File: src/br1prd_pkg.sv
`timescale 1ns / 1ps
`default_nettype none
// ----------------------------------------------------------------------------
// br1prd_pkg: shared types and constants of the ByteRun1 planar row decoder
// Transaction payloads, configuration register indexes, reset values, decode
// phase codes, status codes and parameter defaults.
// ----------------------------------------------------------------------------
package br1prd_pkg;

    // Parameter defaults
    localparam int unsigned DEF_LANE_BYTES    = 8;
    localparam int unsigned DEF_MAX_ROW_BYTES = 8192;
    localparam int unsigned DEF_MAX_PLANES    = 8;

    // Result items one repeat run may produce
    localparam int unsigned MAX_RESULTS = 16;
    localparam int unsigned K_W         = $clog2(MAX_RESULTS);

    // Field widths
    localparam int unsigned CFG_IDX_W  = 4;
    localparam int unsigned CFG_DATA_W = 16;
    localparam int unsigned ROWB_W     = 14;
    localparam int unsigned ROWC_W     = 16;
    localparam int unsigned PLC_W      = 4;
    localparam int unsigned PLANE_W    = 3;
    localparam int unsigned OFF_W      = 13;
    localparam int unsigned RUN_W      = 8;

    // Configuration register indexes
    localparam logic [CFG_IDX_W-1:0] REG_MODE        = 4'd0;
    localparam logic [CFG_IDX_W-1:0] REG_ROW_BYTES   = 4'd1;
    localparam logic [CFG_IDX_W-1:0] REG_ROW_COUNT   = 4'd2;
    localparam logic [CFG_IDX_W-1:0] REG_PLANE_COUNT = 4'd3;

    // Configuration reset values
    localparam logic [1:0]        RST_MODE        = 2'd1;
    localparam logic [ROWB_W-1:0] RST_ROW_BYTES   = 14'd40;
    localparam logic [ROWC_W-1:0] RST_ROW_COUNT   = 16'd200;
    localparam logic [PLC_W-1:0]  RST_PLANE_COUNT = 4'd5;

    // Compression modes
    localparam logic [1:0] MODE_RAW      = 2'd0;
    localparam logic [1:0] MODE_BYTERUN1 = 2'd1;

    // Decode phases
    localparam logic [1:0] PH_HEADER  = 2'd0;
    localparam logic [1:0] PH_LITERAL = 2'd1;
    localparam logic [1:0] PH_REPEAT  = 2'd2;

    // Status codes
    localparam logic [1:0] ST_OK       = 2'd0;
    localparam logic [1:0] ST_BAD_MODE = 2'd1;
    localparam logic [1:0] ST_OVERRUN  = 2'd2;
    localparam logic [1:0] ST_DONE     = 2'd3;

    // Header byte that does nothing
    localparam logic [7:0] HDR_NOP = 8'd128;

    typedef struct packed {
        logic [7:0] in_byte;
        logic       frame_start;
    } in_item_t;

    typedef struct packed {
        logic [63:0]        out_bytes;
        logic [3:0]         byte_count;
        logic [PLANE_W-1:0] plane_index;
        logic [15:0]        row_index;
        logic [OFF_W-1:0]   row_offset;
        logic [1:0]         status;
        logic               image_done;
        logic               last;
    } out_item_t;

endpackage
`default_nettype wire

File: src/byterun1_planar_row_decoder.sv
`timescale 1ns / 1ps
`default_nettype none
// ----------------------------------------------------------------------------
// byterun1_planar_row_decoder: ByteRun1 / raw planar row body decoder
// Decodes an image body byte stream into tagged groups of up to eight bytes.
// ----------------------------------------------------------------------------
// Usage:
//   Input channel (in_valid / in_stall / in_data) takes one body byte per
//   transaction; frame_start restarts position, run state and error.
//   Output channel (out_valid / out_stall / out_data) delivers result items
//   from a single output register; last marks the final item of a byte.
//   Config channel (cfg_valid / cfg_ready / cfg_index / cfg_data) writes
//   mode, row bytes, row count and plane count; ready is always high.
// Throughput: every byte but a repeat value that starts a run gives one
//   item, put in the output register on acceptance; such bytes go at one
//   per cycle while not stalled. A repeat value is set up first, then
//   gives one item per cycle while not stalled, ceil(run / LANE_BYTES)
//   items (at most 16), made by one shared lane fill unit and one shared
//   position advance unit; input stalls meanwhile.
// Reset clears position, run state and errors and loads register defaults.
// While the receiver stalls, the held item stays put and input is stalled.
// ----------------------------------------------------------------------------
module byterun1_planar_row_decoder
    import br1prd_pkg::*;
#(
    parameter int unsigned LANE_BYTES    = DEF_LANE_BYTES,
    parameter int unsigned MAX_ROW_BYTES = DEF_MAX_ROW_BYTES,
    parameter int unsigned MAX_PLANES    = DEF_MAX_PLANES
)
(
    input  wire logic                  clk,
    input  wire logic                  rst_n,
    input  wire logic                  in_valid,
    output logic                       in_stall,
    input  wire in_item_t              in_data,
    output logic                       out_valid,
    input  wire logic                  out_stall,
    output out_item_t                  out_data,
    input  wire logic                  cfg_valid,
    output logic                       cfg_ready,
    input  wire logic [CFG_IDX_W-1:0]  cfg_index,
    input  wire logic [CFG_DATA_W-1:0] cfg_data
);

    localparam logic S_IDLE = 1'b0;
    localparam logic S_RUN  = 1'b1;

    localparam logic [3:0]        LANE_N  = 4'(LANE_BYTES);
    localparam logic [ROWB_W-1:0] RB_MAX  = ROWB_W'(MAX_ROW_BYTES);
    localparam logic [PLC_W-1:0]  PL_MAX  = PLC_W'(MAX_PLANES);
    localparam logic [K_W-1:0]    K_LAST  = K_W'(MAX_RESULTS - 1);

    // Configuration registers
    logic [1:0]        mode_reg;
    logic [ROWB_W-1:0] row_bytes_reg;
    logic [ROWC_W-1:0] row_count_reg;
    logic [PLC_W-1:0]  plane_count_reg;

    // Decode state
    logic               state_reg, state_next;
    logic [1:0]         phase_reg, phase_next;
    logic [RUN_W-1:0]   run_reg, run_next;
    logic [ROWB_W-1:0]  row_left_reg, row_left_next;
    logic [PLANE_W-1:0] plane_reg, plane_next;
    logic [15:0]        row_reg, row_next;
    logic [1:0]         sticky_reg, sticky_next;
    logic               done_reg, done_next;

    // Repeat run sequencer
    logic [7:0]         rep_byte_reg, rep_byte_next;
    logic [RUN_W-1:0]   rep_count_reg, rep_count_next;
    logic [RUN_W-1:0]   produced_reg, produced_next;
    logic [K_W-1:0]     k_reg, k_next;
    logic [OFF_W-1:0]   off_base_reg, off_base_next;

    // Output register
    logic      out_valid_reg, out_valid_next;
    out_item_t out_data_reg, out_data_next;

    logic out_free;
    logic in_accept;

    // Effective configuration
    logic [ROWB_W-1:0] eff_rb;
    logic [PLC_W-1:0]  eff_planes;
    logic [ROWC_W-1:0] eff_rows;

    // State after the optional frame restart
    logic [1:0]         ph_c;
    logic [RUN_W-1:0]   run_c;
    logic [ROWB_W-1:0]  rl_c;
    logic [PLANE_W-1:0] pl_c;
    logic [15:0]        rw_c;
    logic [1:0]         st_c;
    logic               dn_c;
    logic [ROWB_W-1:0]  rl_fix;
    logic [OFF_W-1:0]   off_now;

    // Shared position advance unit
    logic [RUN_W-1:0]   adv_n;
    logic [ROWB_W-1:0]  adv_rl;
    logic [PLANE_W-1:0] adv_pl;
    logic [15:0]        adv_rw;
    logic [ROWB_W-1:0]  adv_rl_new;
    logic [PLANE_W-1:0] adv_pl_new;
    logic [15:0]        adv_rw_new;
    logic               adv_done;

    // Header decode
    logic [8:0]       hdr_count9;
    logic [RUN_W-1:0] hdr_count;
    logic [RUN_W-1:0] rep_cnt_in;

    // Run chunk
    logic [RUN_W-1:0] remaining;
    logic [3:0]       chunk_n;
    logic             chunk_last;

    out_item_t res;
    logic      res_load;

    assign out_free  = !out_valid_reg || !out_stall;
    assign in_stall  = !((state_reg == S_IDLE) && out_free);
    assign in_accept = in_valid && !in_stall;
    assign cfg_ready = 1'b1;
    assign out_valid = out_valid_reg;
    assign out_data  = out_data_reg;

    // Configuration writes
    always_ff @(posedge clk or negedge rst_n)
    begin
        if (!rst_n)
        begin
            mode_reg        <= RST_MODE;
            row_bytes_reg   <= RST_ROW_BYTES;
            row_count_reg   <= RST_ROW_COUNT;
            plane_count_reg <= RST_PLANE_COUNT;
        end
        else if (cfg_valid && cfg_ready)
        begin
            case (cfg_index)
                REG_MODE:        mode_reg        <= cfg_data[1:0];
                REG_ROW_BYTES:   row_bytes_reg   <= cfg_data[ROWB_W-1:0];
                REG_ROW_COUNT:   row_count_reg   <= cfg_data[ROWC_W-1:0];
                REG_PLANE_COUNT: plane_count_reg <= cfg_data[PLC_W-1:0];
                default:         ;
            endcase
        end
    end

    // Clamped configuration
    always_comb
    begin
        if (row_bytes_reg == '0)
            eff_rb = ROWB_W'(1);
        else if (row_bytes_reg > RB_MAX)
            eff_rb = RB_MAX;
        else
            eff_rb = row_bytes_reg;

        if (plane_count_reg == '0)
            eff_planes = PLC_W'(1);
        else if (plane_count_reg > PL_MAX)
            eff_planes = PL_MAX;
        else
            eff_planes = plane_count_reg;

        eff_rows = (row_count_reg == '0) ? ROWC_W'(1) : row_count_reg;
    end

    // Frame restart and row position fix-up
    always_comb
    begin
        ph_c  = in_data.frame_start ? PH_HEADER : phase_reg;
        run_c = in_data.frame_start ? '0 : run_reg;
        rl_c  = in_data.frame_start ? '0 : row_left_reg;
        pl_c  = in_data.frame_start ? '0 : plane_reg;
        rw_c  = in_data.frame_start ? '0 : row_reg;
        st_c  = in_data.frame_start ? ST_OK : sticky_reg;
        dn_c  = in_data.frame_start ? 1'b0 : done_reg;
        rl_fix  = (rl_c == '0 || rl_c > eff_rb) ? eff_rb : rl_c;
        off_now = OFF_W'(eff_rb - rl_fix);
    end

    // Header byte to run length
    always_comb
    begin
        if (in_data.in_byte < HDR_NOP)
            hdr_count9 = {1'b0, in_data.in_byte} + 9'd1;
        else
            hdr_count9 = 9'd257 - {1'b0, in_data.in_byte};
        hdr_count  = hdr_count9[RUN_W-1:0];
        rep_cnt_in = (run_c == '0) ? RUN_W'(1) : run_c;
    end

    // Advance operand select: repeat run end or a single byte
    always_comb
    begin
        if (state_reg == S_RUN)
        begin
            adv_n  = rep_count_reg;
            adv_rl = row_left_reg;
            adv_pl = plane_reg;
            adv_rw = row_reg;
        end
        else
        begin
            adv_n  = RUN_W'(1);
            adv_rl = rl_fix;
            adv_pl = pl_c;
            adv_rw = rw_c;
        end
    end

    // Shared advance unit: consume bytes, step plane, row and completion
    always_comb
    begin
        adv_pl_new = adv_pl;
        adv_rw_new = adv_rw;
        adv_done   = 1'b0;
        if (ROWB_W'(adv_n) >= adv_rl)
            adv_rl_new = '0;
        else
            adv_rl_new = adv_rl - ROWB_W'(adv_n);
        if (adv_rl_new == '0)
        begin
            if ({1'b0, adv_pl} + PLC_W'(1) < eff_planes)
                adv_pl_new = adv_pl + PLANE_W'(1);
            else
            begin
                adv_pl_new = '0;
                if ({1'b0, adv_rw} + 17'd1 < {1'b0, eff_rows})
                    adv_rw_new = adv_rw + 16'd1;
                else
                begin
                    adv_rw_new = '0;
                    adv_done   = 1'b1;
                end
            end
        end
    end

    // Run chunk size
    always_comb
    begin
        remaining  = rep_count_reg - produced_reg;
        chunk_n    = (remaining > RUN_W'(LANE_N)) ? LANE_N : remaining[3:0];
        chunk_last = (remaining <= RUN_W'(LANE_N)) || (k_reg == K_LAST);
    end

    // Sequencer and result formation
    always_comb
    begin
        state_next     = state_reg;
        phase_next     = phase_reg;
        run_next       = run_reg;
        row_left_next  = row_left_reg;
        plane_next     = plane_reg;
        row_next       = row_reg;
        sticky_next    = sticky_reg;
        done_next      = done_reg;
        rep_byte_next  = rep_byte_reg;
        rep_count_next = rep_count_reg;
        produced_next  = produced_reg;
        k_next         = k_reg;
        off_base_next  = off_base_reg;
        res            = '0;
        res_load       = 1'b0;

        if (in_accept)
        begin
            phase_next    = ph_c;
            run_next      = run_c;
            row_left_next = rl_c;
            plane_next    = pl_c;
            row_next      = rw_c;
            sticky_next   = st_c;
            done_next     = dn_c;
            res.last      = 1'b1;
            res_load      = 1'b1;
            if (st_c != ST_OK)
                res.status = st_c;
            else if (dn_c)
                res.status = ST_DONE;
            else if (mode_reg > MODE_BYTERUN1)
            begin
                sticky_next = ST_BAD_MODE;
                res.status  = ST_BAD_MODE;
            end
            else
            begin
                row_left_next   = rl_fix;
                res.plane_index = pl_c;
                res.row_index   = rw_c;
                res.row_offset  = off_now;
                if (mode_reg == MODE_RAW || ph_c == PH_LITERAL)
                begin
                    // One data byte, then step the position by one
                    if (mode_reg == MODE_RAW || run_c <= RUN_W'(1))
                    begin
                        phase_next = PH_HEADER;
                        run_next   = '0;
                    end
                    else
                        run_next = run_c - RUN_W'(1);
                    res.out_bytes  = {56'd0, in_data.in_byte};
                    res.byte_count = 4'd1;
                    res.image_done = adv_done;
                    row_left_next  = adv_rl_new;
                    plane_next     = adv_pl_new;
                    row_next       = adv_rw_new;
                    done_next      = adv_done;
                end
                else if (ph_c == PH_REPEAT)
                begin
                    phase_next = PH_HEADER;
                    run_next   = '0;
                    if (ROWB_W'(rep_cnt_in) > rl_fix)
                    begin
                        sticky_next     = ST_OVERRUN;
                        res             = '0;
                        res.last        = 1'b1;
                        res.status      = ST_OVERRUN;
                    end
                    else
                    begin
                        // Hand the run to the chunk sequencer
                        res_load       = 1'b0;
                        state_next     = S_RUN;
                        rep_byte_next  = in_data.in_byte;
                        rep_count_next = rep_cnt_in;
                        produced_next  = '0;
                        k_next         = '0;
                        off_base_next  = off_now;
                    end
                end
                else
                begin
                    // Header byte
                    phase_next = PH_HEADER;
                    run_next   = '0;
                    if (in_data.in_byte != HDR_NOP)
                    begin
                        if (ROWB_W'(hdr_count) > rl_fix)
                        begin
                            sticky_next = ST_OVERRUN;
                            res         = '0;
                            res.last    = 1'b1;
                            res.status  = ST_OVERRUN;
                        end
                        else
                        begin
                            phase_next = (in_data.in_byte < HDR_NOP) ? PH_LITERAL : PH_REPEAT;
                            run_next   = hdr_count;
                        end
                    end
                end
            end
        end
        else if (state_reg == S_RUN && out_free)
        begin
            // One chunk of the repeat run per cycle while the output is free
            res_load        = 1'b1;
            res.byte_count  = chunk_n;
            res.plane_index = plane_reg;
            res.row_index   = row_reg;
            res.row_offset  = off_base_reg + OFF_W'(produced_reg);
            for (int i = 0; i < 8; i++)
            begin
                res.out_bytes[i*8 +: 8] = (4'(i) < chunk_n) ? rep_byte_reg : 8'h00;
            end
            produced_next = produced_reg + RUN_W'(chunk_n);
            k_next        = k_reg + K_W'(1);
            if (chunk_last)
            begin
                res.last       = 1'b1;
                res.image_done = adv_done;
                row_left_next  = adv_rl_new;
                plane_next     = adv_pl_new;
                row_next       = adv_rw_new;
                done_next      = done_reg | adv_done;
                state_next     = S_IDLE;
            end
        end
    end

    // Output register
    always_comb
    begin
        out_valid_next = out_valid_reg && out_stall;
        out_data_next  = out_data_reg;
        if (res_load)
        begin
            out_valid_next = 1'b1;
            out_data_next  = res;
        end
    end

    // Control state
    always_ff @(posedge clk or negedge rst_n)
    begin
        if (!rst_n)
        begin
            state_reg     <= S_IDLE;
            phase_reg     <= PH_HEADER;
            run_reg       <= '0;
            row_left_reg  <= '0;
            plane_reg     <= '0;
            row_reg       <= '0;
            sticky_reg    <= ST_OK;
            done_reg      <= 1'b0;
            produced_reg  <= '0;
            k_reg         <= '0;
            out_valid_reg <= 1'b0;
        end
        else
        begin
            state_reg     <= state_next;
            phase_reg     <= phase_next;
            run_reg       <= run_next;
            row_left_reg  <= row_left_next;
            plane_reg     <= plane_next;
            row_reg       <= row_next;
            sticky_reg    <= sticky_next;
            done_reg      <= done_next;
            produced_reg  <= produced_next;
            k_reg         <= k_next;
            out_valid_reg <= out_valid_next;
        end
    end

    // Payload registers
    always_ff @(posedge clk)
    begin
        rep_byte_reg  <= rep_byte_next;
        rep_count_reg <= rep_count_next;
        off_base_reg  <= off_base_next;
        out_data_reg  <= out_data_next;
    end

endmodule
`default_nettype wire
File: config.mk
export PLATFORM = sky130hd
export DESIGN_NAME = byterun1_planar_row_decoder
export DESIGN_NICKNAME = d
export VERILOG_FILES = /design/src/br1prd_pkg.sv /design/src/byterun1_planar_row_decoder.sv
export SDC_FILE = /design/constraint.sdc
export NUM_CORES = 1
export LEC_CHECK = 0
export ABC_AREA = 1
export BUFFER_PORTS_ARGS = -buffer_cell sky130_fd_sc_hd__buf_4
export CORE_ASPECT_RATIO = 0.75
export CORE_MARGIN = 2
export CORE_UTILIZATION = 48
export CTS_CLUSTER_DIAMETER = 60
export DETAILED_ROUTE_END_ITERATION = 6
export PLACE_DENSITY = 0.66
export SLEW_MARGIN = 20
export SYNTH_ARGS = -nofsm -noshare
export SYNTH_HDL_FRONTEND = slang
export SYNTH_SLANG_ARGS = --single-unit
File: constraint.sdc
create_clock -name clk -period 8.1 [get_ports clk]
set_input_delay 0.81 -clock clk [delete_from_list [all_inputs] [get_ports clk]]
set_output_delay 0.81 -clock clk [all_outputs]
set_load 0.005 [all_outputs]
Word level (Yosys, flattened, before mapping)
Index checks and enable logic that the tools add are counted.
{"block": "word_totals", "out_inout_bits": 107, "inputBits": 34, "regBits": 229, "elab_cells": 257}
{"block": "op_classes", "magnitude_cmp": 21, "n_reduce_logical": 31, "bitwise_logic": 7, "add_sub_neg": 13, "muxes": 146, "eq_ne": 13}
{"operator": "2-to-1 mux 100 bit", "n": 5}
{"operator": "2-to-1 mux 8 bit", "n": 28}
{"operator": "2-to-1 mux 104 bit", "n": 2}
{"operator": "2-to-1 mux 16 bit", "n": 13}
{"operator": "2-to-1 mux 14 bit", "n": 13}
{"operator": "2-to-1 mux 36 bit", "n": 2}
{"operator": "2-to-1 mux 68 bit", "n": 1}
{"operator": "2-to-1 mux 2 bit", "n": 28}
{"operator": "2-to-1 mux 4 bit", "n": 11}
{"operator": "logical NOT 14 bit", "n": 3}
{"operator": "2-to-1 mux 34 bit", "n": 1}
{"operator": "2-to-1 mux 3 bit", "n": 11}
{"operator": "2-to-1 mux 1 bit", "n": 31}
{"operator": "greater-than comparator 8 x 14 -> 1 bit", "n": 2}
{"operator": "adder 16 x 1 -> 17 bit (second input constant)", "n": 1}
{"operator": "< comparator 17 x 16 -> 1 bit", "n": 1}
{"operator": "adder 16 x 1 -> 16 bit (second input constant)", "n": 1}
{"operator": "logical NOT 16 bit", "n": 1}
{"operator": "< comparator 3 x 4 -> 1 bit (first input constant)", "n": 4}
{"operator": "greater-or-equal comparator 8 x 14 -> 1 bit", "n": 1}
{"operator": "greater-than comparator 14 bit", "n": 1}
{"operator": "greater-than comparator 14 bit (second input constant)", "n": 1}
{"operator": "AND reduction 7 bit", "n": 2}
{"operator": "subtractor 14 x 8 -> 14 bit", "n": 1}
{"operator": "38 further kinds", "n": 66}

Longest topological paths before layout
Gate-level depths: netlist of run 1.
{"block": "logic_depth", "depth_word": 16, "mapped_depth": 43, "depth_no_buf": 41}

Worst setup path before layout of run 1
No wires, ideal clock.
{"block": "synth_path", "path_kind": "input-to-reg", "start": "input port in_data[0] in the netlist's numbering", "end": "register out_data_reg, in the netlist out_data[0], enable pin", "path_buffers": 3, "path_slack_ns": 1.392, "path_stages": 23, "arrival_time_ns": 5.757, "cell_sequence": "inv_2 -> buf_6 -> nand2_2 -> inv_1 -> ha_1 -> nand2_1 -> nor2_1 -> inv_2 -> nor2_1 -> nand4_1 -> nand2_2 -> nand2_4 -> buf_6 -> clkbuf_1 -> o21ai_0 -> ha_1 -> a21oi_1 -> o221ai_1 -> a221o_1 -> nand3_1 -> nand2_1 -> o21ai_0 -> nand2_1"}
{"block": "synth_between", "elab_chain_cells": 12}
{"item": "start, declared", "line": "byterun1_planar_row_decoder.sv:35", "rtl": "input wire in_item_t in_data,"}
{"item": "2-to-1 mux 14 bit", "line": "byterun1_planar_row_decoder.sv:176", "rtl": "rl_c = in_data.frame_start ? '0 : row_left_reg;"}
{"item": "greater-than comparator 14 bit / logical NOT 14 bit (equally long branches)", "line": "byterun1_planar_row_decoder.sv:181", "rtl": "rl_fix = (rl_c == '0 || rl_c > eff_rb) ? eff_rb : rl_c;"}
{"item": "logical OR 1 bit", "line": "byterun1_planar_row_decoder.sv:181"}
{"item": "2-to-1 mux 14 bit", "line": "byterun1_planar_row_decoder.sv:181"}
{"item": "greater-than comparator 8 x 14 -> 1 bit", "line": "byterun1_planar_row_decoder.sv:318", "rtl": "if (ROWB_W'(rep_cnt_in) > rl_fix)"}
{"item": "2-to-1 mux 1 bit", "line": "byterun1_planar_row_decoder.sv:318"}
{"item": "2-to-1 mux 1 bit", "line": "byterun1_planar_row_decoder.sv:314", "rtl": "else if (ph_c == PH_REPEAT)"}
{"item": "2-to-1 mux 1 bit", "line": "byterun1_planar_row_decoder.sv:296", "rtl": "if (mode_reg == MODE_RAW || ph_c == PH_LITERAL)"}
{"item": "2-to-1 mux 1 bit", "line": "byterun1_planar_row_decoder.sv:285", "rtl": "else if (mode_reg > MODE_BYTERUN1)"}
{"item": "2-to-1 mux 1 bit", "line": "byterun1_planar_row_decoder.sv:283", "rtl": "else if (dn_c)"}
{"item": "2-to-1 mux 1 bit *", "line": "byterun1_planar_row_decoder.sv:281", "rtl": "if (st_c != ST_OK)"}
{"item": "2-to-1 mux 1 bit *", "line": "byterun1_planar_row_decoder.sv:270", "rtl": "if (in_accept)"}
{"item": "via res_load", "line": "byterun1_planar_row_decoder.sv:120", "rtl": "logic res_load;"}
{"item": "end signal, assigned", "line": "byterun1_planar_row_decoder.sv:438", "rtl": "out_data_reg <= out_data_next;"}
{"item": "end, declared", "line": "byterun1_planar_row_decoder.sv:78", "rtl": "out_item_t out_data_reg, out_data_next;"}
The timed path passes the listed nets; every way through them passes the cells marked *.
A chain may end at the register's enable or synchronous reset.

Worst setup path after layout of run 1
{"block": "layout_path", "start": "register row_bytes_reg[0]", "end": "register out_data_reg, in the netlist out_data[55], enable pin"}
{"block": "layout_between", "elab_chain_cells": 14}
{"item": "start, declared", "line": "byterun1_planar_row_decoder.sv:55", "rtl": "logic [ROWB_W-1:0] row_bytes_reg;"}
{"item": "start signal, assigned", "line": "byterun1_planar_row_decoder.sv:143", "rtl": "REG_ROW_BYTES: row_bytes_reg <= cfg_data[ROWB_W-1:0];"}
{"item": "greater-than comparator 14 bit", "line": "byterun1_planar_row_decoder.sv:156", "rtl": "else if (row_bytes_reg > RB_MAX)"}
{"item": "2-to-1 mux 14 bit", "line": "byterun1_planar_row_decoder.sv:156"}
{"item": "2-to-1 mux 14 bit *", "line": "byterun1_planar_row_decoder.sv:154", "rtl": "if (row_bytes_reg == '0)"}
{"item": "greater-than comparator 14 bit", "line": "byterun1_planar_row_decoder.sv:181"}
{"item": "logical OR 1 bit", "line": "byterun1_planar_row_decoder.sv:181"}
{"item": "2-to-1 mux 14 bit *", "line": "byterun1_planar_row_decoder.sv:181"}
{"item": "greater-than comparator 8 x 14 -> 1 bit *", "line": "byterun1_planar_row_decoder.sv:318"}
{"item": "2-to-1 mux 1 bit *", "line": "byterun1_planar_row_decoder.sv:318"}
{"item": "2-to-1 mux 1 bit *", "line": "byterun1_planar_row_decoder.sv:314"}
{"item": "2-to-1 mux 1 bit *", "line": "byterun1_planar_row_decoder.sv:296"}
{"item": "2-to-1 mux 1 bit *", "line": "byterun1_planar_row_decoder.sv:285"}
{"item": "2-to-1 mux 1 bit *", "line": "byterun1_planar_row_decoder.sv:283"}
{"item": "2-to-1 mux 1 bit *", "line": "byterun1_planar_row_decoder.sv:281"}
{"item": "2-to-1 mux 1 bit *", "line": "byterun1_planar_row_decoder.sv:270"}
{"item": "via res_load", "line": "byterun1_planar_row_decoder.sv:120"}
Marked as above.

==> metrics.txt, run 1 <==
hold buffer count at cts 0; Global Route Usage Sum 27.04%; number of global-route vias before repair 12160; post-CTS setup repair buffer count 0; setup_tns 0 ns; Die Ht 155.0 um; number of flip-flops in the largest register 104; FMAX 152.7 MHz; most common cell after layout, fill and taps aside nand2_1; DRT antenna net count 0; Setup crit start kind register; DR iter-0 viols 1235; Hold Vio Cnt, Final 0; leakage 8.073 nW; WL/cell 18.20 um; Setup WS pre-CTS 1.294 ns; setup ws final 1.553 ns; global-route wire length before repair 67140 um; Final #Nets 2057; drt pass-1 iters 5; RSZ-0062 raised after global routing false; synth warn 0; Worst Skew 0.01210 ns; Overflow after GRT 0; worst slew pin tran 1.050 ns; Fillers 2670; PwrDens 436.4 nW/um2; CTS tree done; Pins Over Slew Limit 0; count of final setup violators 0; CTS buffer count 28; # diodes 0; critical path endpoint category register; Core Rows 55; Critical Path RT 8.36 ns; Post-CTS Resized 0; fin crit period 6.547 ns; commonest non-fill, non-tap cells in the layout 340 x nand2_1, 278 x inv_1, 183 x nor2_1; post-synthesis sequential area ratio 43.89%; crit path DAT 6.81 ns; Worst-Skew Late Latency 0.56 ns; register-to-register setup slack 1.55 ns; Max-slew headroom 30.01%; hold crit path type input port to asynchronous set/reset pin; initial antenna violation count 0; # DRC 0; clk root buf clkbuf_16; Die ar. 31830 um2; Crit. Startpoint row_bytes_reg[0]; clock sinks 229; reg2reg end out_data[55]; Power, Total 7.431 mW; Starting Density 48.54%; ratio of cells with drive above 1 in the final layout 13.21%; post-synthesis async set-or-reset flop share 41.92%; start of the worst register-to-register path row_bytes_reg[0]; status finished, final reports clean; number of synthesized register bits 229; Crit Path Max Fanout 66; H-tree levels 1; Core Region 30070 um2; Setup CP Type register to register; maxcap violations 0; Worst R2R Path Depth 25; Post-Syn Instances 1785; num ports 141; syn nets 1919; vias per cell 5.545; Post-synth EDFFs 133; die width 205.4 um; Worst-path clk slew 0.07 ns; RePlAce Congestion 0.9666; Peak VDD IR 0.2074 mV; total number of vias 13000; synthesized area 14600 um2; number of distinct library cells after synthesis 59; Avg Cell Area, Syn 8.177 um2; Top FF cell, synth edfxtp_1; I/O Buffers 139; WL final 42670 um; HPWL Detailed 32220 um; period utilisation layout 80.82%; Area growth syn-to-layout 16.66%; largest net degree at the start of global routing 67; CTS max path bufs 3
-- cell usage after synthesis (4+ instances only) --
library cell	number	share of area [%]
o211ai_1	22	1.1
nor2_2	10	0.43
edfxtp_1	133	27
dfstp_2	8	1.4
xor2_1	37	2.2
and2_1	6	0.26
inv_2	7	0.18
nand2_2	10	0.43
buf_2	5	0.17
nand2_1	341	8.8
nor3_1	10	0.34
o21bai_1	14	0.72
o21a_1	4	0.21
fa_1	5	0.69
buf_6	6	0.46
o21ai_0	122	4.2
o31ai_1	5	0.26
ha_1	95	8.1
o22ai_1	22	0.94
o32ai_1	5	0.30
a31oi_1	10	0.43
a211oi_1	5	0.26
nand4_1	22	0.94
or2_2	4	0.17
a21oi_2	4	0.24
o221ai_1	18	1.1
clkinv_1	5	0.13
nand3b_1	5	0.26
nor4_1	7	0.30
a21oi_1	85	2.9
nand3_1	111	3.8
o21ai_1	20	0.69
xnor2_1	6	0.36
nor2_1	183	4.7
dfrtp_1	88	15
inv_1	278	7.1
clkbuf_1	28	0.72
-- worst max path at each step --
stage	slack, ns	cells past startpoint	to
3_3_place_gp	1.45	24	out_data[103]
4_1_cts	1.61	25	out_data[55]
5_1_grt	0.91	26	out_data[55]
2_1_floorplan	1.39	23	out_data[0]
6_report	1.55	25	out_data[55]
3_5_place_dp	1.29	22	out_data[100]
-- per-stage QoR --
stage	area [um2]	hold slack, ns	std cells	util [%]
after floorplan	14600	0.4488	1785	-
after global placement	16020	0.4645	2292	53.27
after detailed placement	16020	0.4662	2292	53.27
after CTS	17030	0.2237	2344	56.63
after global routing	17030	0.2369	2344	56.63
final	17030	0.2208	2344	56.63
-- routing by layer --
layer  GRT usage [%]  vias to the layer above  routed length, um
li1                -                     6287                  -
met2           37.34                      502              17260
met5          0.4658                        -                  0
met3           5.970                       61               3967
met1           42.52                     6148              20500
met4           6.372                        0                944
-- worst max-delay path, stage by stage (launching register included) --
cell and delay (ns):
dfrtp_1 0.40, or2_0 0.22, nor2_1 0.10, nand2_1 0.07, nand2_1 0.15, inv_2 0.11
nor2_1 0.26, inv_1 0.11, ha_1 0.31, nand2_1 0.05, inv_1 0.06, nand3_1 0.06
nor2_1 0.13, nand4_1 0.12, nand2_2 0.20, nand2_4 0.21, o21ai_0 0.78, ha_1 0.41
a21oi_1 0.17, o221ai_1 0.14, a221o_1 0.31, nand3_1 0.08, nand2_1 0.09, o21ai_0 0.44
nand2_4 0.66, buf_4 0.55
-- kinds of logic after synthesis --
| logic type | after synthesis | share of synthesized area [%] |
|---|---|---|
| AO/OA/AOI/OAI | 352 | 14.27 |
| flip-flops | 229 | 43.89 |
| adder cells (fa/ha/maj) | 100 | 8.829 |
| other | 1 | 0.02569 |
| buffers and inverters | 336 | 9.078 |
| AND/OR/NAND/NOR | 724 | 21.33 |
| XOR/XNOR | 43 | 2.580 |
-- final cells by class --
type,count,area (um2),share of cell area (%)
Sequential cell,229,6406,37.62
Clock buffer,31,733.2,4.306
Timing Repair Buffer,153,1149,6.745
Inverter,291,1094,6.422
Multi-Input combinational cell,1220,6873,40.36
Clock inverter,21,275.3,1.616
Tap cell,399,499.2,2.932
-- power breakdown --
part / internal [mW] / total, mW / switching (mW) / leakage, nW
logic: 1.42 / 4.04 / 2.62 / 5.08
registers: 1.80 / 2.04 / 0.246 / 2.50
clock network: 0.799 / 1.35 / 0.547 / 0.494
total: 4.02 / 7.43 / 3.41 / 8.07
No activity file was read; power rests on OpenSTA's default activity.
==> run 2, diff against run 1 <==
==> constraint.sdc (replaced) <==
create_clock -name clk -period 6.8 [get_ports clk]
set_input_delay 0.68 -clock clk [delete_from_list [all_inputs] [get_ports clk]]
set_output_delay 0.68 -clock clk [all_outputs]
set_load 0.005 [all_outputs]
==> metrics.txt, run 2 (same netlist as run 1, synthesis figures left out) <==
Crit Path Max Fanout 26 (was 66); Worst-Skew Late Latency 0.57 ns (was 0.56 ns); most used cell, CP nand2_1 (unchanged); RePlAce Congestion 0.9653 (was 0.9666); Setup CP Type register to register (unchanged); Critical Path RT 7.25 ns (was 8.36 ns); period utilisation layout 87.13% (was 80.82%); Die ar. 31830 um2 (unchanged); Hold Vio Cnt, Final 0 (unchanged); Core Region 30070 um2 (unchanged); I/O Buffers 139 (unchanged); Area growth syn-to-layout 15.99% (was 16.66%); DRT antenna net count 0 (unchanged); most common cell after layout, fill and taps aside nand2_1 (unchanged); # diodes 0 (unchanged); clock sinks 229 (unchanged); DR iter-0 viols 1321 (was 1235); register-to-register setup slack 0.88 ns (was 1.55 ns); fin crit period 5.925 ns (was 6.547 ns); CTS tree done (unchanged); total number of vias 12880 (was 13000); Final #Nets 2065 (was 2057); FMAX 168.8 MHz (was 152.7 MHz); PwrDens 514.3 nW/um2 (was 436.4 nW/um2); ratio of cells with drive above 1 in the final layout 13.34% (was 13.21%); post-CTS setup repair buffer count 0 (unchanged); CTS max path bufs 3 (unchanged); count of final setup violators 0 (unchanged); Register Area 6406 um2 (unchanged); initial antenna violation count 0 (unchanged); hold buffer count at cts 0 (unchanged); Peak VDD IR 0.2454 mV (was 0.2074 mV); drt pass-1 iters 5 (unchanged); Multi-input gate area 6873 um2 (unchanged); commonest non-fill, non-tap cells in the layout 340 x nand2_1, 278 x inv_1, 183 x nor2_1 (unchanged); Power, Total 8.708 mW (was 7.431 mW); cell family with most CP delay simple AND/OR/NAND/NOR gates (unchanged); global-route wire length before repair 67450 um (was 67140 um); Starting Density 48.54% (unchanged); # DRC 0 (unchanged); leakage 8.037 nW (was 8.073 nW); Overflow after GRT 0 (unchanged); Setup crit start kind register (unchanged); setup_tns 0 ns (unchanged); die width 205.4 um (unchanged); WL final 43160 um (was 42670 um); RSZ-0062 raised after global routing false (unchanged); Core Rows 55 (unchanged); Worst-path clk slew 0.07 ns (about the same); CTS buffer count 26 (was 28); number of global-route vias before repair 12050 (was 12160); WL/cell 18.38 um (was 18.20 um); Max-slew headroom 26.83% (was 30.01%); num ports 141 (unchanged); Worst Skew 0.03351 ns (was 0.01210 ns); largest net degree at the start of global routing 69 (was 67); HPWL Detailed 32890 um (was 32220 um); maxcap violations 0 (unchanged); Worst R2R Path Depth 38 (was 25); vias per cell 5.484 (was 5.545); CP Buf/Inv Count 6 (was 4); start of the worst register-to-register path row_bytes_reg[0] (unchanged); max incr delay on CP 0.40 ns (was 0.78 ns); worst slew pin tran 1.098 ns (was 1.050 ns); Fillers 2750 (was 2670); Die Ht 155.0 um (unchanged); status finished, final reports clean (unchanged); critical path endpoint category register (unchanged); Pins Over Slew Limit 0 (unchanged); clk root buf clkbuf_16 (unchanged); number of flip-flops in the largest register 104 (unchanged); Post-Route Utilization 56.30% (was 56.63%); H-tree levels 1 (unchanged); hold crit path type input port to asynchronous set/reset pin (unchanged); Global Route Usage Sum 27.33% (was 27.04%); crit path DAT 6.38 ns (was 6.81 ns); Crit-path slowest cell dfrtp_1 (was o21ai_0); reg2reg end row_reg[11] (was out_data[55])
run 2: cell count changes in the layout (fill, tap and decap cells not counted), moves of 3 or more:
cell       before  now
buf_4         153  162
clkinv_4        5    1
clkbuf_16      29   26
clkinv_8        3    0
clkinv_2        4    8
bufinv_16       4    1
run 2: layer usage:
metal / share of wire [%] / GRT usage, % / routed length, um / vias to the layer above
li1: - / - / - / 6275
met5: 0 / 0 / 0 / -
met3: 9.3 / 6.054 / 4023 / 47
met2: 41 / 38.26 / 17510 / 505
met4: 1.5 / 4.865 / 638 / 0
met1: 49 / 43.20 / 20980 / 6050
run 2: worst max path at each step:
stage | slack [ns] | endpoint | startpoint | cells past startpoint
finish | 0.88 | row_reg[11] | row_bytes_reg[0] | 38
CTS | 0.65 | out_data[97] | row_bytes_reg[0] | 26
detailed placement | 0.67 | out_data[54] | row_bytes_reg[0] | 26
floorplan | 0.10 | out_data[0] | row_bytes_reg[0] | 26
global route | 0.18 | row_reg[3] | row_bytes_reg[0] | 38
global placement | 0.80 | out_data[46] | in_data[0] | 23
run 2: cell type report:
type / instances / share of cell area [%]
multi-input cells: 1220 / 40.59
flip-flops and latches: 229 / 37.84
repair buffers: 163 / 7.301
inverters: 291 / 6.459
clock buffers: 29 / 3.968
well taps: 399 / 2.949
clock inverters: 17 / 0.8942
run 2: through the flow:
step                setup slack (ns)  hold slack (ns)  cell area, um2  cells
floorplan                     0.1006           0.3844           14600   1785
global route                  0.1785          0.09811           16930   2348
CTS                           0.6500          0.06858           16930   2348
finish                        0.8755          0.07797           16930   2348
global placement              0.7989           0.4666           16110   2302
detailed placement            0.6688           0.4682           16110   2302
run 2: repair_timing:
action | 4_1_cts | 5_1_grt
gates resized for setup | 0 | 1
endpoints found under the setup margin | 0 | 58
hold endpoints to repair | 0 | 0
run 2: power by group:
group          switching (mW)  leakage, nW  internal (mW)
combinational            3.16         5.13           1.75
sequential              0.288         2.50           2.13
clock                   0.610        0.407          0.759
==> run 3, diff against run 2 <==
--- a/config.mk
+++ b/config.mk
@@ -9,10 +9,10 @@
 export BUFFER_PORTS_ARGS = -buffer_cell sky130_fd_sc_hd__buf_4
 export CORE_ASPECT_RATIO = 0.75
 export CORE_MARGIN = 2
-export CORE_UTILIZATION = 48
+export CORE_UTILIZATION = 30
 export CTS_CLUSTER_DIAMETER = 60
 export DETAILED_ROUTE_END_ITERATION = 6
-export PLACE_DENSITY = 0.66
+export PLACE_DENSITY = 0.45
 export SLEW_MARGIN = 20
 export SYNTH_ARGS = -nofsm -noshare
 export SYNTH_HDL_FRONTEND = slang
==> metrics.txt, run 3 (same netlist as run 1, synthesis figures left out) <==
status finished, final reports clean (unchanged); Core Rows 69 (was 55); leakage 8.089 nW (was 8.037 nW); drt pass-1 iters 5 (unchanged); clock sinks 229 (unchanged); Setup crit start kind register (unchanged); Crit-path slowest cell fa_1 (was dfrtp_1); largest net degree at the start of global routing 86 (was 69); setup ws final 0.7525 ns (was 0.8755 ns); # DRC 0 (unchanged); fin crit period 6.047 ns (was 5.925 ns); setup_tns 0 ns (unchanged); Global Route Usage Sum 18.95% (was 27.33%); period utilisation layout 88.93% (was 87.13%); crit path DAT 6.50 ns (was 6.38 ns); HPWL Detailed 37030 um (was 32890 um); switching share of total power 46.84% (was 46.62%); Die Ht 195.0 um (was 155.0 um); vias per cell 4.948 (was 5.484); hold buffer count at cts 0 (unchanged); Setup CP Type register to register (unchanged); H-tree levels 1 (unchanged); total net switching power 4.193 mW (was 4.060 mW); critical path endpoint category register (unchanged); maxcap violations 0 (unchanged); WL/cell 18.57 um (was 18.38 um); Setup WS pre-CTS 0.7018 ns (was 0.6688 ns); most used cell, CP nand2_1 (unchanged); clk root buf clkbuf_16 (unchanged); reg2reg end row_reg[9] (was row_reg[11]); Pins Over Slew Limit 0 (unchanged); PwrDens 516.1 nW/um2 (was 514.3 nW/um2); FMAX 165.4 MHz (was 168.8 MHz); CTS buffer count 29 (was 26); DR iter-0 viols 1090 (was 1321); register share of total power 26.8% (was 27.8%); post-CTS setup repair buffer count 0 (unchanged); RePlAce Congestion 0.9133 (was 0.9653); # diodes 0 (unchanged); max incr delay on CP 0.52 ns (was 0.40 ns); I/O Buffers 139 (unchanged); Critical Path RT 7.25 ns (about the same); CTS tree done (unchanged); number of flip-flops in the largest register 104 (unchanged); Final #Nets 2069 (was 2065); Hold Vio Cnt, Final 0 (unchanged); global-route wire length before repair 74110 um (was 67450 um); Fillers 4953 (was 2750); Starting Density 30.57% (was 48.54%); combinational power share 56.3% (was 56.5%); worst slew pin tran 1.064 ns (was 1.098 ns); initial antenna violation count 0 (unchanged); Max-slew headroom 28.81% (was 26.83%); commonest non-fill, non-tap cells in the layout 340 x nand2_1, 278 x inv_1, 183 x nor2_1 (unchanged); Crit Path Max Fanout 26 (unchanged); Area growth syn-to-layout 18.84% (was 15.99%); Die ar. 50450 um2 (was 31830 um2); Overflow after GRT 0 (unchanged); register-to-register setup slack 0.75 ns (was 0.88 ns); DRT antenna net count 0 (unchanged); start of the worst register-to-register path row_bytes_reg[0] (unchanged); Post-CTS Resized 0 (unchanged); ratio of cells with drive above 1 in the final layout 13.54% (was 13.34%); Worst Skew 0.02115 ns (was 0.03351 ns); clock power share 16.9% (was 15.7%); Peak VDD IR 0.2399 mV (was 0.2454 mV); most common cell after layout, fill and taps aside nand2_1 (unchanged); RSZ-0062 raised after global routing false (unchanged); WL final 48200 um (was 43160 um); internal power 4.759 mW (was 4.648 mW); num ports 141 (unchanged); total number of vias 12840 (was 12880); die width 258.7 um (was 205.4 um); Worst R2R Path Depth 37 (was 38); hold crit path type input port to asynchronous set/reset pin (unchanged); Worst-Skew Late Latency 0.57 ns (about the same); Worst-path clk slew 0.06 ns (was 0.07 ns); Core Region 47740 um2 (was 30070 um2); count of final setup violators 0 (unchanged); CTS max path bufs 3 (unchanged); number of global-route vias before repair 12230 (was 12050)
run 3: critical path, delay by kind of cell, from the launching register on:
kind | cells | cell delay (ns)
DFF | 1 | 0.38
AOI/OAI and AO/OA | 3 | 0.51
adders and majority gates | 2 | 0.83
buffers and inverters | 4 | 0.54
and+or+nand+nor | 28 | 3.63
run 3: final cells by class:
cell class	count	area, um2	share of cell area, %
Tap cell	639	799.5	4.609
Clock inverter	22	197.7	1.140
Multi-Input combinational cell	1220	6873	39.62
Inverter	291	1094	6.304
Clock buffer	31	733.2	4.227
Sequential cell	229	6406	36.93
Timing Repair Buffer	164	1244	7.170
run 3: worst max path at each step:
stage / from / to / depth (start not counted)
finish: row_bytes_reg[0] / row_reg[9] / 37
CTS: row_bytes_reg[0] / row_reg[9] / 38
global route: row_bytes_reg[0] / row_reg[9] / 36
floorplan: row_bytes_reg[0] / out_data[0] / 26
global placement: in_data[0] / out_data[52] / 23
detailed placement: in_data[0] / row_reg[9] / 35
run 3: metal layers:
layer / vias to the layer above / share of wire, % / routed length [um] / track usage, %
li1: 6304 / - / - / -
met1: 6204 / 52 / 25010 / 29.69
met2: 295 / 41 / 19830 / 27.28
met3: 41 / 5.4 / 2590 / 3.037
met4: 0 / 1.6 / 768 / 3.447
met5: - / 0 / 0 / 0
run 3: power groups by stage:
stage | combinational (mW) | clock [mW] | sequential (mW)
after CTS | 5.04 | 1.56 | 2.40
final | 5.04 | 1.51 | 2.40
after global routing | 5.64 | 1.61 | 2.46
after detailed placement | 5.02 | 0 | 2.42
after global placement | 5.01 | 0 | 2.43
after floorplan | 3.18 | 0 | 2.40
run 3: metrics by stage:
| step | utilization (%) | hold WS, ns | power (mW) | area, um2 | std cells |
|---|---|---|---|---|---|
| finish | 36.33 | 0.03379 | 8.952 | 17350 | 2596 |
| floorplan | - | 0.3844 | 5.589 | 14600 | 1785 |
| CTS | 36.33 | 0.01714 | 9.007 | 17350 | 2596 |
| global placement | 34.38 | 0.4658 | 7.435 | 16420 | 2543 |
| detailed placement | 34.38 | 0.4676 | 7.440 | 16420 | 2543 |
| global route | 36.33 | 0.02959 | 9.706 | 17350 | 2596 |
